<file path="src/rtl/svalloc_pkg.sv">
// Shared constants, codes and structures for the synthesiser voice allocator.
// Used by every module of the allocator but svalloc_ram; depends on nothing else.
`timescale 1ns / 1ps

package svalloc_pkg;

	localparam int VOICE_COUNT = 16;
	localparam int NOTE_COUNT  = 128;
	localparam int VIDX_W      = $clog2(VOICE_COUNT);
	localparam int NOTE_W      = $clog2(NOTE_COUNT);
	localparam int VEL_W       = 7;
	localparam int PREV_W      = NOTE_W + 1;
	localparam int CMD_W       = 2;
	localparam int KIND_W      = 2;

	localparam logic [PREV_W-1:0] NO_NOTE = PREV_W'(NOTE_COUNT);

	typedef enum logic [CMD_W-1:0] {
		CMD_NOTE_ON  = 2'd0,
		CMD_NOTE_OFF = 2'd1,
		CMD_FINISH   = 2'd2,
		CMD_NONE     = 2'd3
	} cmd_t;

	typedef enum logic [KIND_W-1:0] {
		PICK_SAME      = 2'd0,
		PICK_FREE      = 2'd1,
		PICK_RELEASING = 2'd2,
		PICK_ACTIVE    = 2'd3
	} pick_kind_t;

	typedef enum logic {
		ACT_START   = 1'b0,
		ACT_RELEASE = 1'b1
	} action_t;

	typedef struct packed {
		logic              busy;
		logic              releasing;
		logic [NOTE_W-1:0] note;
		logic [VIDX_W-1:0] rank;
	} voice_rd_t;

	typedef struct packed {
		logic              start;
		logic              rel;
		logic              finish;
		logic [VIDX_W-1:0] idx;
		logic [NOTE_W-1:0] note;
		logic [VIDX_W-1:0] rank;
	} voice_op_t;

	typedef struct packed {
		logic              free_found;
		logic [VIDX_W-1:0] free_idx;
		logic              rel_found;
		logic [VIDX_W-1:0] rel_idx;
		logic [VIDX_W-1:0] old_idx;
	} scan_res_t;

endpackage

</file>
<file path="src/rtl/synth_voice_allocator.sv">
// Synthesiser voice allocator: maps note-on, note-off and voice-finished words to voice commands.
// One word at a time: the input stalls until the block is back in idle. Voice-finished and
// unknown words give no result. A polyphonic note-on first sweeps the note map when a voice
// finished or the limit was written since the last sweep, then looks up the note and scans
// the voices if it is unmapped; a result is held while the result side stalls.
// Reset is asynchronous and active low: all voices free, ranks in index order, map empty.
`timescale 1ns / 1ps

module synth_voice_allocator (
	input  logic                           clk,
	input  logic                           arst_n,
	input  logic                           cfg_write,
	input  logic [svalloc_pkg::VIDX_W-1:0] cfg_data,
	input  logic                           event_valid,
	output logic                           event_stall,
	input  logic [svalloc_pkg::CMD_W-1:0]  command,
	input  logic [svalloc_pkg::NOTE_W-1:0] note,
	input  logic [svalloc_pkg::VEL_W-1:0]  velocity,
	input  logic [svalloc_pkg::VIDX_W-1:0] voice,
	output logic                           result_valid,
	input  logic                           result_stall,
	output logic                           action,
	output logic [svalloc_pkg::VIDX_W-1:0] voice_index,
	output logic [svalloc_pkg::NOTE_W-1:0] note_out,
	output logic [svalloc_pkg::VEL_W-1:0]  velocity_out,
	output logic [svalloc_pkg::PREV_W-1:0] previous_note,
	output logic [svalloc_pkg::KIND_W-1:0] pick_kind
);

	import svalloc_pkg::*;

	typedef enum logic [11:0] {
		S_IDLE   = 12'b000000000001,
		S_SWEEP  = 12'b000000000010,
		S_LOOK   = 12'b000000000100,
		S_LOOKRD = 12'b000000001000,
		S_SCAN   = 12'b000000010000,
		S_PICK   = 12'b000000100000,
		S_OLD    = 12'b000001000000,
		S_OLDRD  = 12'b000010000000,
		S_COMMIT = 12'b000100000000,
		S_OFF    = 12'b001000000000,
		S_OFFRD  = 12'b010000000000,
		S_REL    = 12'b100000000000
	} state_t;

	state_t            state_q, state_d;
	cmd_t              cmd_in;
	logic              accept;
	logic              mono;
	logic              out_free;

	logic [VIDX_W-1:0] poly_limit_q;
	logic              dirty_q;
	logic [PREV_W-1:0] last_note_q;
	logic [NOTE_COUNT-1:0] map_valid_q;
	logic [NOTE_W:0]   sw_cnt_q;
	logic [NOTE_W-1:0] sw_prev_idx;

	logic [NOTE_W-1:0] ev_note_q;
	logic [VEL_W-1:0]  ev_vel_q;
	logic [VIDX_W-1:0] target_q;
	pick_kind_t        kind_q;
	logic              old_busy_q;
	logic [NOTE_W-1:0] old_note_q;
	logic [VIDX_W-1:0] rank_q;

	logic              res_valid_q;
	action_t           res_action_q;
	logic [VIDX_W-1:0] res_voice_q;
	logic [NOTE_W-1:0] res_note_q;
	logic [VEL_W-1:0]  res_vel_q;
	logic [PREV_W-1:0] res_prev_q;
	pick_kind_t        res_kind_q;

	logic              ram_re;
	logic [NOTE_W-1:0] ram_raddr;
	logic              ram_we;
	logic [VIDX_W-1:0] ram_rdata;
	logic              mv_clr;
	logic [NOTE_W-1:0] mv_clr_idx;
	logic              mv_set;
	logic [VIDX_W-1:0] vb_idx;
	voice_op_t         vb_op;
	voice_rd_t         vb_rd;
	logic              scan_start;
	logic              scan_step;
	logic              scan_done;
	logic [VIDX_W-1:0] scan_idx;
	scan_res_t         scan_res;
	logic              emit_start;
	logic              emit_rel;

	assign cmd_in      = cmd_t'(command);
	assign event_stall = (state_q != S_IDLE);
	assign accept      = event_valid && (state_q == S_IDLE);
	assign mono        = (poly_limit_q == '0);
	assign out_free    = !res_valid_q || !result_stall;
	assign sw_prev_idx = sw_cnt_q[NOTE_W-1:0] - 1'b1;

	svalloc_ram #(
		.WIDTH (VIDX_W),
		.DEPTH (NOTE_COUNT)
	) u_note_map (
		.clk   (clk),
		.we    (ram_we),
		.waddr (ev_note_q),
		.wdata (target_q),
		.re    (ram_re),
		.raddr (ram_raddr),
		.rdata (ram_rdata)
	);

	svalloc_voice_bank u_voice_bank (
		.clk    (clk),
		.arst_n (arst_n),
		.rd_idx (vb_idx),
		.op     (vb_op),
		.rd     (vb_rd)
	);

	svalloc_scan u_scan (
		.clk    (clk),
		.arst_n (arst_n),
		.start  (scan_start),
		.step   (scan_step),
		.lim    (poly_limit_q),
		.vrd    (vb_rd),
		.idx    (scan_idx),
		.done   (scan_done),
		.res    (scan_res)
	);

	always_comb begin
		state_d     = state_q;
		ram_re      = 1'b0;
		ram_raddr   = ev_note_q;
		ram_we      = 1'b0;
		mv_clr      = 1'b0;
		mv_clr_idx  = ev_note_q;
		mv_set      = 1'b0;
		vb_idx      = target_q;
		vb_op       = '0;
		vb_op.idx   = target_q;
		vb_op.note  = ev_note_q;
		vb_op.rank  = rank_q;
		scan_start  = 1'b0;
		scan_step   = 1'b0;
		emit_start  = 1'b0;
		emit_rel    = 1'b0;
		unique case (state_q)
			S_IDLE: begin
				if (accept) begin
					unique case (cmd_in)
						CMD_NOTE_ON: begin
							if (mono) begin
								state_d = S_OLD;
							end else if (dirty_q) begin
								state_d = S_SWEEP;
							end else begin
								state_d = S_LOOK;
							end
						end
						CMD_NOTE_OFF: begin
							if (mono) begin
								mv_clr     = 1'b1;
								mv_clr_idx = note;
								if (last_note_q == {1'b0, note}) begin
									state_d = S_REL;
								end
							end else begin
								state_d = S_OFF;
							end
						end
						CMD_FINISH: begin
							vb_op.finish = 1'b1;
							vb_op.idx    = voice;
						end
						CMD_NONE: begin
						end
					endcase
				end
			end
			S_SWEEP: begin
				// The entry read in the previous cycle is dropped when its voice is out of
				// range or no longer sounding.
				vb_idx = ram_rdata;
				if ((sw_cnt_q != '0) && ((ram_rdata > poly_limit_q) || !vb_rd.busy)) begin
					mv_clr     = 1'b1;
					mv_clr_idx = sw_prev_idx;
				end
				if (sw_cnt_q[NOTE_W]) begin
					state_d = S_LOOK;
				end else begin
					ram_re    = 1'b1;
					ram_raddr = sw_cnt_q[NOTE_W-1:0];
				end
			end
			S_LOOK: begin
				ram_re  = 1'b1;
				state_d = S_LOOKRD;
			end
			S_LOOKRD: begin
				if (map_valid_q[ev_note_q]) begin
					state_d = S_OLD;
				end else begin
					scan_start = 1'b1;
					state_d    = S_SCAN;
				end
			end
			S_SCAN: begin
				vb_idx    = scan_idx;
				scan_step = 1'b1;
				if (scan_done) begin
					state_d = S_PICK;
				end
			end
			S_PICK: begin
				state_d = S_OLD;
			end
			S_OLD: begin
				ram_re    = 1'b1;
				ram_raddr = vb_rd.note;
				state_d   = S_OLDRD;
			end
			S_OLDRD: begin
				// A stolen voice's previous note no longer points at it.
				if (old_busy_q && (old_note_q != ev_note_q) && map_valid_q[old_note_q]
						&& (ram_rdata == target_q)) begin
					mv_clr     = 1'b1;
					mv_clr_idx = old_note_q;
				end
				state_d = S_COMMIT;
			end
			S_COMMIT: begin
				if (out_free) begin
					ram_we      = 1'b1;
					mv_set      = 1'b1;
					vb_op.start = 1'b1;
					emit_start  = 1'b1;
					state_d     = S_IDLE;
				end
			end
			S_OFF: begin
				ram_re  = 1'b1;
				state_d = S_OFFRD;
			end
			S_OFFRD: begin
				if (map_valid_q[ev_note_q]) begin
					mv_clr  = 1'b1;
					state_d = S_REL;
				end else begin
					state_d = S_IDLE;
				end
			end
			S_REL: begin
				if (out_free) begin
					vb_op.rel = 1'b1;
					emit_rel  = 1'b1;
					state_d   = S_IDLE;
				end
			end
		endcase
	end

	always_ff @(posedge clk or negedge arst_n) begin
		if (!arst_n) begin
			state_q      <= S_IDLE;
			poly_limit_q <= '0;
			dirty_q      <= 1'b0;
			last_note_q  <= NO_NOTE;
			map_valid_q  <= '0;
			sw_cnt_q     <= '0;
			res_valid_q  <= 1'b0;
		end else begin
			state_q <= state_d;
			if (cfg_write) begin
				poly_limit_q <= cfg_data;
			end
			if (cfg_write || (accept && (cmd_in == CMD_FINISH))) begin
				dirty_q <= 1'b1;
			end else if ((state_q == S_SWEEP) && sw_cnt_q[NOTE_W]) begin
				dirty_q <= 1'b0;
			end
			if (state_q == S_IDLE) begin
				sw_cnt_q <= '0;
			end else if ((state_q == S_SWEEP) && !sw_cnt_q[NOTE_W]) begin
				sw_cnt_q <= sw_cnt_q + 1'b1;
			end
			if (mv_clr) begin
				map_valid_q[mv_clr_idx] <= 1'b0;
			end
			if (mv_set) begin
				map_valid_q[ev_note_q] <= 1'b1;
			end
			if (emit_start) begin
				last_note_q <= {1'b0, ev_note_q};
			end
			if (emit_start || emit_rel) begin
				res_valid_q <= 1'b1;
			end else if (res_valid_q && !result_stall) begin
				res_valid_q <= 1'b0;
			end
		end
	end

	always_ff @(posedge clk) begin
		if (accept) begin
			ev_note_q <= note;
			ev_vel_q  <= velocity;
			target_q  <= '0;
		end
		if ((state_q == S_LOOKRD) || (state_q == S_OFFRD)) begin
			target_q <= ram_rdata;
			kind_q   <= PICK_SAME;
		end
		if (state_q == S_PICK) begin
			if (scan_res.free_found) begin
				target_q <= scan_res.free_idx;
				kind_q   <= PICK_FREE;
			end else if (scan_res.rel_found) begin
				target_q <= scan_res.rel_idx;
				kind_q   <= PICK_RELEASING;
			end else begin
				target_q <= scan_res.old_idx;
				kind_q   <= PICK_ACTIVE;
			end
		end
		if (state_q == S_OLD) begin
			old_busy_q <= vb_rd.busy;
			old_note_q <= vb_rd.note;
			rank_q     <= vb_rd.rank;
			if (mono) begin
				if (!vb_rd.busy) begin
					kind_q <= PICK_FREE;
				end else if (vb_rd.releasing) begin
					kind_q <= PICK_RELEASING;
				end else if (vb_rd.note == ev_note_q) begin
					kind_q <= PICK_SAME;
				end else begin
					kind_q <= PICK_ACTIVE;
				end
			end
		end
		if (emit_start) begin
			res_action_q <= ACT_START;
			res_voice_q  <= target_q;
			res_note_q   <= ev_note_q;
			res_vel_q    <= ev_vel_q;
			res_prev_q   <= last_note_q;
			res_kind_q   <= kind_q;
		end else if (emit_rel) begin
			res_action_q <= ACT_RELEASE;
			res_voice_q  <= target_q;
			res_note_q   <= ev_note_q;
			res_vel_q    <= '0;
			res_prev_q   <= NO_NOTE;
			res_kind_q   <= PICK_SAME;
		end
	end

	assign result_valid  = res_valid_q;
	assign action        = res_action_q;
	assign voice_index   = res_voice_q;
	assign note_out      = res_note_q;
	assign velocity_out  = res_vel_q;
	assign previous_note = res_prev_q;
	assign pick_kind     = res_kind_q;

endmodule

</file>
<file path="src/rtl/svalloc_ram.sv">
// Generic single-port-write, single-port-read RAM with a registered read.
// Stand-alone; used for the note-to-voice map of the allocator.
`timescale 1ns / 1ps

module svalloc_ram #(
	parameter int WIDTH = 8,
	parameter int DEPTH = 16
) (
	input  logic                     clk,
	input  logic                     we,
	input  logic [$clog2(DEPTH)-1:0] waddr,
	input  logic [WIDTH-1:0]         wdata,
	input  logic                     re,
	input  logic [$clog2(DEPTH)-1:0] raddr,
	output logic [WIDTH-1:0]         rdata
);

	logic [WIDTH-1:0] mem_q [DEPTH];
	logic [WIDTH-1:0] rdata_q;

	always_ff @(posedge clk) begin
		if (we) begin
			mem_q[waddr] <= wdata;
		end
		if (re) begin
			rdata_q <= mem_q[raddr];
		end
	end

	assign rdata = rdata_q;

endmodule

</file>
<file path="src/rtl/svalloc_voice_bank.sv">
// Per-voice state of the allocator: busy and releasing marks, held note and age rank.
// One shared read port; start, release and finish operations. Depends on svalloc_pkg.
`timescale 1ns / 1ps

module svalloc_voice_bank (
	input  logic                           clk,
	input  logic                           arst_n,
	input  logic [svalloc_pkg::VIDX_W-1:0] rd_idx,
	input  svalloc_pkg::voice_op_t         op,
	output svalloc_pkg::voice_rd_t         rd
);

	import svalloc_pkg::*;

	logic [VOICE_COUNT-1:0] busy_q;
	logic [VOICE_COUNT-1:0] rel_q;
	logic [NOTE_W-1:0]      note_q [VOICE_COUNT];
	logic [VIDX_W-1:0]      rank_q [VOICE_COUNT];

	assign rd.busy      = busy_q[rd_idx];
	assign rd.releasing = rel_q[rd_idx];
	assign rd.note      = note_q[rd_idx];
	assign rd.rank      = rank_q[rd_idx];

	always_ff @(posedge clk or negedge arst_n) begin
		if (!arst_n) begin
			busy_q <= '0;
			rel_q  <= '0;
			for (int i = 0; i < VOICE_COUNT; i++) begin
				rank_q[i] <= VIDX_W'(i);
			end
		end else begin
			if (op.start) begin
				busy_q[op.idx] <= 1'b1;
				rel_q[op.idx]  <= 1'b0;
				// Every voice younger than the started one moves one place towards the oldest.
				for (int i = 0; i < VOICE_COUNT; i++) begin
					if (rank_q[i] > op.rank) begin
						rank_q[i] <= rank_q[i] - 1'b1;
					end
				end
				rank_q[op.idx] <= VIDX_W'(VOICE_COUNT - 1);
			end
			if (op.rel && busy_q[op.idx]) begin
				rel_q[op.idx] <= 1'b1;
			end
			if (op.finish) begin
				busy_q[op.idx] <= 1'b0;
				rel_q[op.idx]  <= 1'b0;
			end
		end
	end

	always_ff @(posedge clk) begin
		if (op.start) begin
			note_q[op.idx] <= op.note;
		end
	end

endmodule

</file>
<file path="src/rtl/svalloc_scan.sv">
// Voice search unit: steps through voices one per cycle while step is high, tracking
// the first free voice, the oldest releasing voice and the oldest voice. Depends on svalloc_pkg.
`timescale 1ns / 1ps

module svalloc_scan (
	input  logic                           clk,
	input  logic                           arst_n,
	input  logic                           start,
	input  logic                           step,
	input  logic [svalloc_pkg::VIDX_W-1:0] lim,
	input  svalloc_pkg::voice_rd_t         vrd,
	output logic [svalloc_pkg::VIDX_W-1:0] idx,
	output logic                           done,
	output svalloc_pkg::scan_res_t         res
);

	import svalloc_pkg::*;

	logic [VIDX_W-1:0] idx_q;
	logic [VIDX_W-1:0] rel_rank_q;
	logic [VIDX_W-1:0] old_rank_q;
	scan_res_t         res_q;
	logic              rel_better;
	logic              old_better;

	assign rel_better = vrd.releasing && (!res_q.rel_found || (vrd.rank < rel_rank_q));
	assign old_better = (idx_q == '0) || (vrd.rank < old_rank_q);
	// A free voice ends the search, since it beats every other choice.
	assign done       = step && ((idx_q == lim) || !vrd.busy);
	assign idx        = idx_q;
	assign res        = res_q;

	always_ff @(posedge clk or negedge arst_n) begin
		if (!arst_n) begin
			idx_q <= '0;
			res_q <= '0;
		end else if (start) begin
			idx_q            <= '0;
			res_q.free_found <= 1'b0;
			res_q.rel_found  <= 1'b0;
		end else if (step) begin
			if (!vrd.busy && !res_q.free_found) begin
				res_q.free_found <= 1'b1;
				res_q.free_idx   <= idx_q;
			end
			if (rel_better) begin
				res_q.rel_found <= 1'b1;
				res_q.rel_idx   <= idx_q;
			end
			if (old_better) begin
				res_q.old_idx <= idx_q;
			end
			idx_q <= idx_q + 1'b1;
		end
	end

	always_ff @(posedge clk) begin
		if (step && rel_better) begin
			rel_rank_q <= vrd.rank;
		end
		if (step && old_better) begin
			old_rank_q <= vrd.rank;
		end
	end

endmodule

</file>
<file path="config.mk">
export PLATFORM = sky130hd
export DESIGN_NAME = synth_voice_allocator
export DESIGN_NICKNAME = d
export VERILOG_FILES = /design/src/rtl/svalloc_pkg.sv /design/src/rtl/synth_voice_allocator.sv /design/src/rtl/svalloc_ram.sv /design/src/rtl/svalloc_voice_bank.sv /design/src/rtl/svalloc_scan.sv
export SDC_FILE = /design/constraint.sdc
export NUM_CORES = 2
export LEC_CHECK = 0
export BUFFER_PORTS_ARGS = -buffer_cell sky130_fd_sc_hd__buf_2
export CORE_ASPECT_RATIO = 1.1
export CORE_MARGIN = 5
export CORE_UTILIZATION = 45
export CTS_CLUSTER_SIZE = 40
export DETAILED_ROUTE_END_ITERATION = 10
export GPL_TIMING_DRIVEN = 0
export PLACE_DENSITY_LB_ADDON = 0.15
export RECOVER_POWER = 50
export SLEW_MARGIN = 20
export SYNTH_ARGS = -nofsm -noshare
export SYNTH_HDL_FRONTEND = slang
export SYNTH_HIERARCHICAL = 1
export SYNTH_SLANG_ARGS = --single-unit
</file>
<file path="constraint.sdc">
create_clock -name clk -period 5.4 [get_ports clk]
set_input_delay 0.27 -clock clk [delete_from_list [all_inputs] [get_ports clk]]
set_output_delay 0.27 -clock clk [all_outputs]
set_load 0.02 [all_outputs]
</file>
* Word level (Yosys, flattened, before mapping) *
Memories as Yosys holds them, arrays and structs flattened. A register that Yosys moved wholly into a read port is not among the register bits.
Cells that the tools add are included.

operators by class
  $add $sub $neg = 19
  $lt $le $gt $ge = 30
  eq/ne operators = 26
  multiplexer cells = 139
  bitwise logic cells = 13
  reductions and logical operators = 53

operator list
  cell                                                                  number
  128-bit two-way mux                                                   2
  4-bit two-way mux                                                     45
  12-bit one-hot mux with 11 select lines                               1
  128-bit AND                                                           1
  128-bit NOT                                                           1
  128-bit OR                                                            1
  12-bit two-way mux                                                    7
  7-bit two-way mux                                                     12
  16-bit two-way mux                                                    5
  4-bit greater-than comparator                                         17
  64-bit OR                                                             1
  4-bit by 1-bit subtractor with 4-bit output, second input constant    16
  16-bit AND                                                            3
  8-bit two-way mux                                                     4
  16-bit OR                                                             2
  1-bit two-way mux                                                     30
  5-bit two-way mux                                                     5
  7-bit by 8-bit < comparator with 1-bit output, second input constant  3
  12-bit one-hot mux with 2 select lines                                1
  7-bit one-hot mux with 3 select lines                                 1
  2-bit two-way mux                                                     10
  1-bit logical AND                                                     19
  4-bit binary-select mux with 4-bit select                             1
  4-bit demux with 4-bit select                                         1
  other kinds (57)                                                      91

word-level totals
  register bits = 345
  RAM bits = 624
  bits of input ports = 29
  output and inout port bits = 31
  word-level logic and storage cells = 328
  memories kept = 2

memory list
  name                 depth  width  read ports  clocked after Yosys merged registers in  write ports  RTL line                  RTL
  u_note_map.mem_q     128    4      1           1                                        1            svalloc_ram.sv:18         logic [WIDTH-1:0] mem_q [DEPTH];
  u_voice_bank.note_q  16     7      1           0                                        1            svalloc_voice_bank.sv:17  logic [NOTE_W-1:0] note_q [VOICE_COUNT];

* Depth between registers and ports, before layout *
  depth after elaboration = 18
  gate-level depth with buffers = 23
  gate-level depth less buffers = 19

* Modules after synthesis *
The synthesis kept the hierarchy.

by module, submodules not included
  module                 times used  cells an instance  area an instance (um^2)  seq. area each (um^2)
  svalloc_ram            1           908                20233.2                  15494.9
  synth_voice_allocator  1           1487               14227.4                  5858.1
  svalloc_voice_bank     1           944                11527.3                  5805.6
  svalloc_scan           1           94                 1234.9                   690.7

* Least setup slack after synthesis *
Ideal clock, no wire load.

  kind = register -> register
  start point = reg target_q[0]
  end point = reg u_note_map.rdata_q[0], in the netlist u_note_map/rdata[0], read port of u_note_map.mem_q, data pin
  arrival = 5.644 ns
  slack = -0.504 ns
  cell stages (with the launch flop) = 16
  buffers on the path = 4
  period minus slack after synthesis = 5.904 ns
  cells stage by stage = edfxtp_1 nand2_1 nand2_1 buf_2 buf_2 mux4_2 a22oi_1 nand2_1 a222oi_1 inv_1 buf_4 buf_4 mux4_2 mux4_2 mux4_2 mux2_2

RTL lines
  element                   RTL line                      RTL
  start: declaration        synth_voice_allocator.sv:62   logic [VIDX_W-1:0] target_q;
  start signal: assignment  synth_voice_allocator.sv:314  target_q <= ram_rdata;
  start signal: assignment  synth_voice_allocator.sv:319  target_q <= scan_res.free_idx;
  start signal: assignment  synth_voice_allocator.sv:322  target_q <= scan_res.rel_idx;
  end: declaration          svalloc_ram.sv:19             logic [WIDTH-1:0] rdata_q;

==> results.cfg <==
[global_routing]
grt_start_max_net_pins = 81
overflow = 0
antenna_found_initial = 4
grt_pass1_vias = 31700
track_usage_pct = 25.0
grt_pass1_wl_um = 211000

[route]
route.detailed.drc = 0
wire_per_inst_um = 27.4
vias = 31700
drtIter0Drc = 3476
drtAntennaViolNets = 0
via_per_inst = 6.12
drt_wl_total_um = 142000
firstDrtPassIters = 7

[synth]
synthFlopType = edfxtp_1
async_reset_ff_share_pct = 28.4
ys_seq_elements = 973
yosysWarnings = 6
synth_seq_area_share_pct = 59.0
syn_avg_cell_area_um2 = 13.8
netlist-cell-type-count = 96
syn_inst = 3433
syn-cell-area_mm2 = 0.0472
synth-edff-count = 694
synth.net_count = 3556

[cts]
root_buffer = clkbuf_16
htree_levels = 3
clockBufferDepth = 3
cts_buffers = 102
cts.clk_slew.worst_paths_ns = 0.06
cts_tree = done
clkSinkCount = 973
clk_latency_ns = 0.73

[worst_setup_path]
path_buf_inv = 6
cp-start-kind = register
cp-end-kind = register
cp.arrival_ns = 6.50
r2r_start = state_q[8]$_DFFE_PN0P_
critPathLaunch = state_q[8]$_DFFE_PN0P_
worst-setup-path-type = register to register
cp.required_ns = 5.86
critPathMaxFanout = 10
critPathSlowestCell = a222oi_1
path_cells = nor2_4, nand2_2, nor4_4, nand4b_1, inv_2, nor2_4, nand2_2, nand2_2, buf_8, buf_12, buf_4, mux4_2, a22oi_1, nand2_1, a222oi_1, inv_1, clkbuf_1, mux4_2, mux4_2, mux2_4
slowest_delay_ns = 0.76
cpLargestDelayFamily = multiplexers

[timing]
period_share_pct = 112
hold_violations = 0
relSlewSlack_pct = -228
rsz0062_at_grt = yes
skew_ns = 0.0830
worst_pin_slew_ns = 4.92
slew_viol_final = 80
min_period_ns = 6.04
max_freq_mhz = 165
finalSetupViolCount = 71
hold_slack_ns = 0.117
layout_setup_ws_ns = -0.643

[die]
start_util_pct = 45.4
dieArea_mm2 = 0.112
num_rows = 124
io_pins = 60
die_h_um = 350
core_region_area_mm2 = 0.104
die_x_um = 319

[cells_and_area]
drive_gt1_share_pct = 20.6
finalNetCount = 3836
final_common_cell = edfxtp_1
fin_area_mm2 = 0.0543
synthToLayoutAreaGrowth_pct = 15.1
layout_common_cells = 694 x edfxtp_1, 269 x nor2_1, 253 x mux4_2, 251 x nand2_1, 238 x dfrtp_1
final_core_util_pct = 52.2

[status]
status = complete, but fails checks
violations = capacitance limit, slew limit, setup timing

[placed_design]
gp_congestion = 0.971
io_buffers = 58
dpl_cell_area_mm2 = 0.0502
dp_hpwl_um = 97700

[power]
p_per_area_mw_per_mm2 = 503
leakagePower_nw = 19.3
ir_drop_uv = 323
p_total_mw = 27.3

[flow_run]
timing.max_cap.violations = 1

[worst_hold_path]
hold_path_class = input port to register
hp-start = cfg_write
==> flip-flops by register name, summed over array words and instances (netlist names), 7 cells and up <==
name and count:
ev_note_q 7, ev_vel_q 7, last_note_q 8, map_valid_q 128, note_out 7, old_note_q 7, previous_note 8, state_q 12
sw_cnt_q 8, u_note_map/mem_q 512, u_scan/res 14, u_voice_bank/busy_q 16, u_voice_bank/note_q 112, u_voice_bank/rank_q 64, u_voice_bank/rel_q 16, velocity_out 7
==> per-stage QoR <==
stage	setup TNS, ns	worst slack (ns)	cells
floorplan	-1.19	-0.299	3433
global placement	-982.31	-4.12	4877
detailed placement	-249.28	-2.51	4918
CTS	-2.74	-0.505	5168
global route	-81.31	-0.763	5183
finish	-11.30	-0.643	5184
==> cell families (layout without fill, tap and decap cells) <==
logic type | after synthesis | count (layout) | synth area share [%]
AO/OA/AOI/OAI | 613 | 613 | 9.34
XOR/XNOR | 44 | 44 | 0.816
adder cells (fa/ha/maj) | 94 | 94 | 2.49
buffers and inverters | 410 | 774 | 3.62
flip-flops | 973 | 973 | 59.0
multiplexers | 396 | 396 | 15.2
other | 0 | 1 | 0
AND/OR/NAND/NOR | 903 | 903 | 9.56
==> cells in the mapped netlist (all sizes together) (6+ instances only) <==
cell type | number | area, um^2
a21oi | 100 | 508
a221oi | 10 | 87.6
a222oi | 7 | 70.1
a22oi | 48 | 360
a31oi | 8 | 65.1
and2 | 28 | 175
and3 | 16 | 100
and4b | 6 | 61.3
buf | 95 | 526
clkbuf | 105 | 394
dfrtp | 242 | 6060
dfstp | 34 | 893
edfxtp | 694 | 20800
ha | 94 | 1180
inv | 209 | 785
mux2 | 28 | 315
mux2i | 114 | 1140
mux4 | 254 | 5720
nand2 | 258 | 968
nand2b | 20 | 125
nand3 | 73 | 365
nand4 | 31 | 194
nor2 | 277 | 1050
nor2b | 92 | 591
nor3 | 46 | 230
nor3b | 7 | 68.8
nor4 | 25 | 385
o2111ai | 7 | 61.3
o211ai | 161 | 1230
o21a | 7 | 52.6
o21ai | 69 | 364
o221ai | 6 | 58.8
o22a | 11 | 96.3
o31ai | 133 | 1030
xnor2 | 19 | 166
xor2 | 25 | 219
==> what timing repair did <==
item                       4_1_cts  5_1_grt
hold buffers                    23        0
setup endpoints to repair      469      425
resized for setup              128       48
cloned                           4        0
buffers inserted                36       15
hold endpoints to repair        77        0
pin swaps                       29        5
==> final timing paths <==
kind	endpoint	slack, ns	depth (start not counted)
min in group asynchronous	u_voice_bank/rank_q[26]$_DFFE_PN0P_	1.93	2
worst min register to register	state_q[2]$_DFFE_PN0P_	0.48	1
max in group asynchronous	u_voice_bank/rank_q[43]$_DFFE_PN0P_	0.67	2
worst max register to register	u_note_map/rdata[1]$_DFFE_PP_	-0.64	20
worst min-delay path	poly_limit_q[2]$_DFFE_PN0P_	0.12	2
worst max-delay path	u_note_map/rdata[1]$_DFFE_PP_	-0.64	20
==> cell type report <==
| cell class | count | area [um^2] |
|---|---|---|
| diodes | 1 | 2.50 |
| fillers | 8750 | 49800 |
| multi-input cells | 2050 | 17900 |
| clock buffers | 126 | 2700 |
| flip-flops and latches | 973 | 27900 |
| well taps | 1386 | 1730 |
| inverters | 210 | 788 |
| clock inverters | 62 | 722 |
| repair buffers | 177 | 1230 |
| plain buffers | 199 | 1380 |
==> report_power, final <==
part / leakage, nW / internal [mW] / switching [mW]
Clock: 1.66 / 4.07 / 3.11
Combinational: 8.30 / 4.98 / 6.55
Sequential: 9.35 / 8.30 / 0.292
==> worst reg2reg max path, stage by stage, from the launching register on <==
cell and delay [ns]:
dfrtp_2 0.46, nor2_4 0.13, nand2_2 0.09, nor4_4 0.30, nand4b_1 0.20, inv_2 0.20
nor2_4 0.09, nand2_2 0.08, nand2_2 0.08, buf_8 0.16, buf_12 0.15, buf_4 0.14
mux4_2 0.41, a22oi_1 0.30, nand2_1 0.24, a222oi_1 0.77, inv_1 0.32, clkbuf_1 0.42
mux4_2 0.48, mux4_2 0.51, mux2_4 0.29
==> layer usage <==
layer	wire (um)	track usage, %
met3	10500	4.04
met2	69200	42.0
met1	56400	33.2
met5	0	0
met4	5770	9.24
No activity file was read; power rests on OpenSTA's default activity.
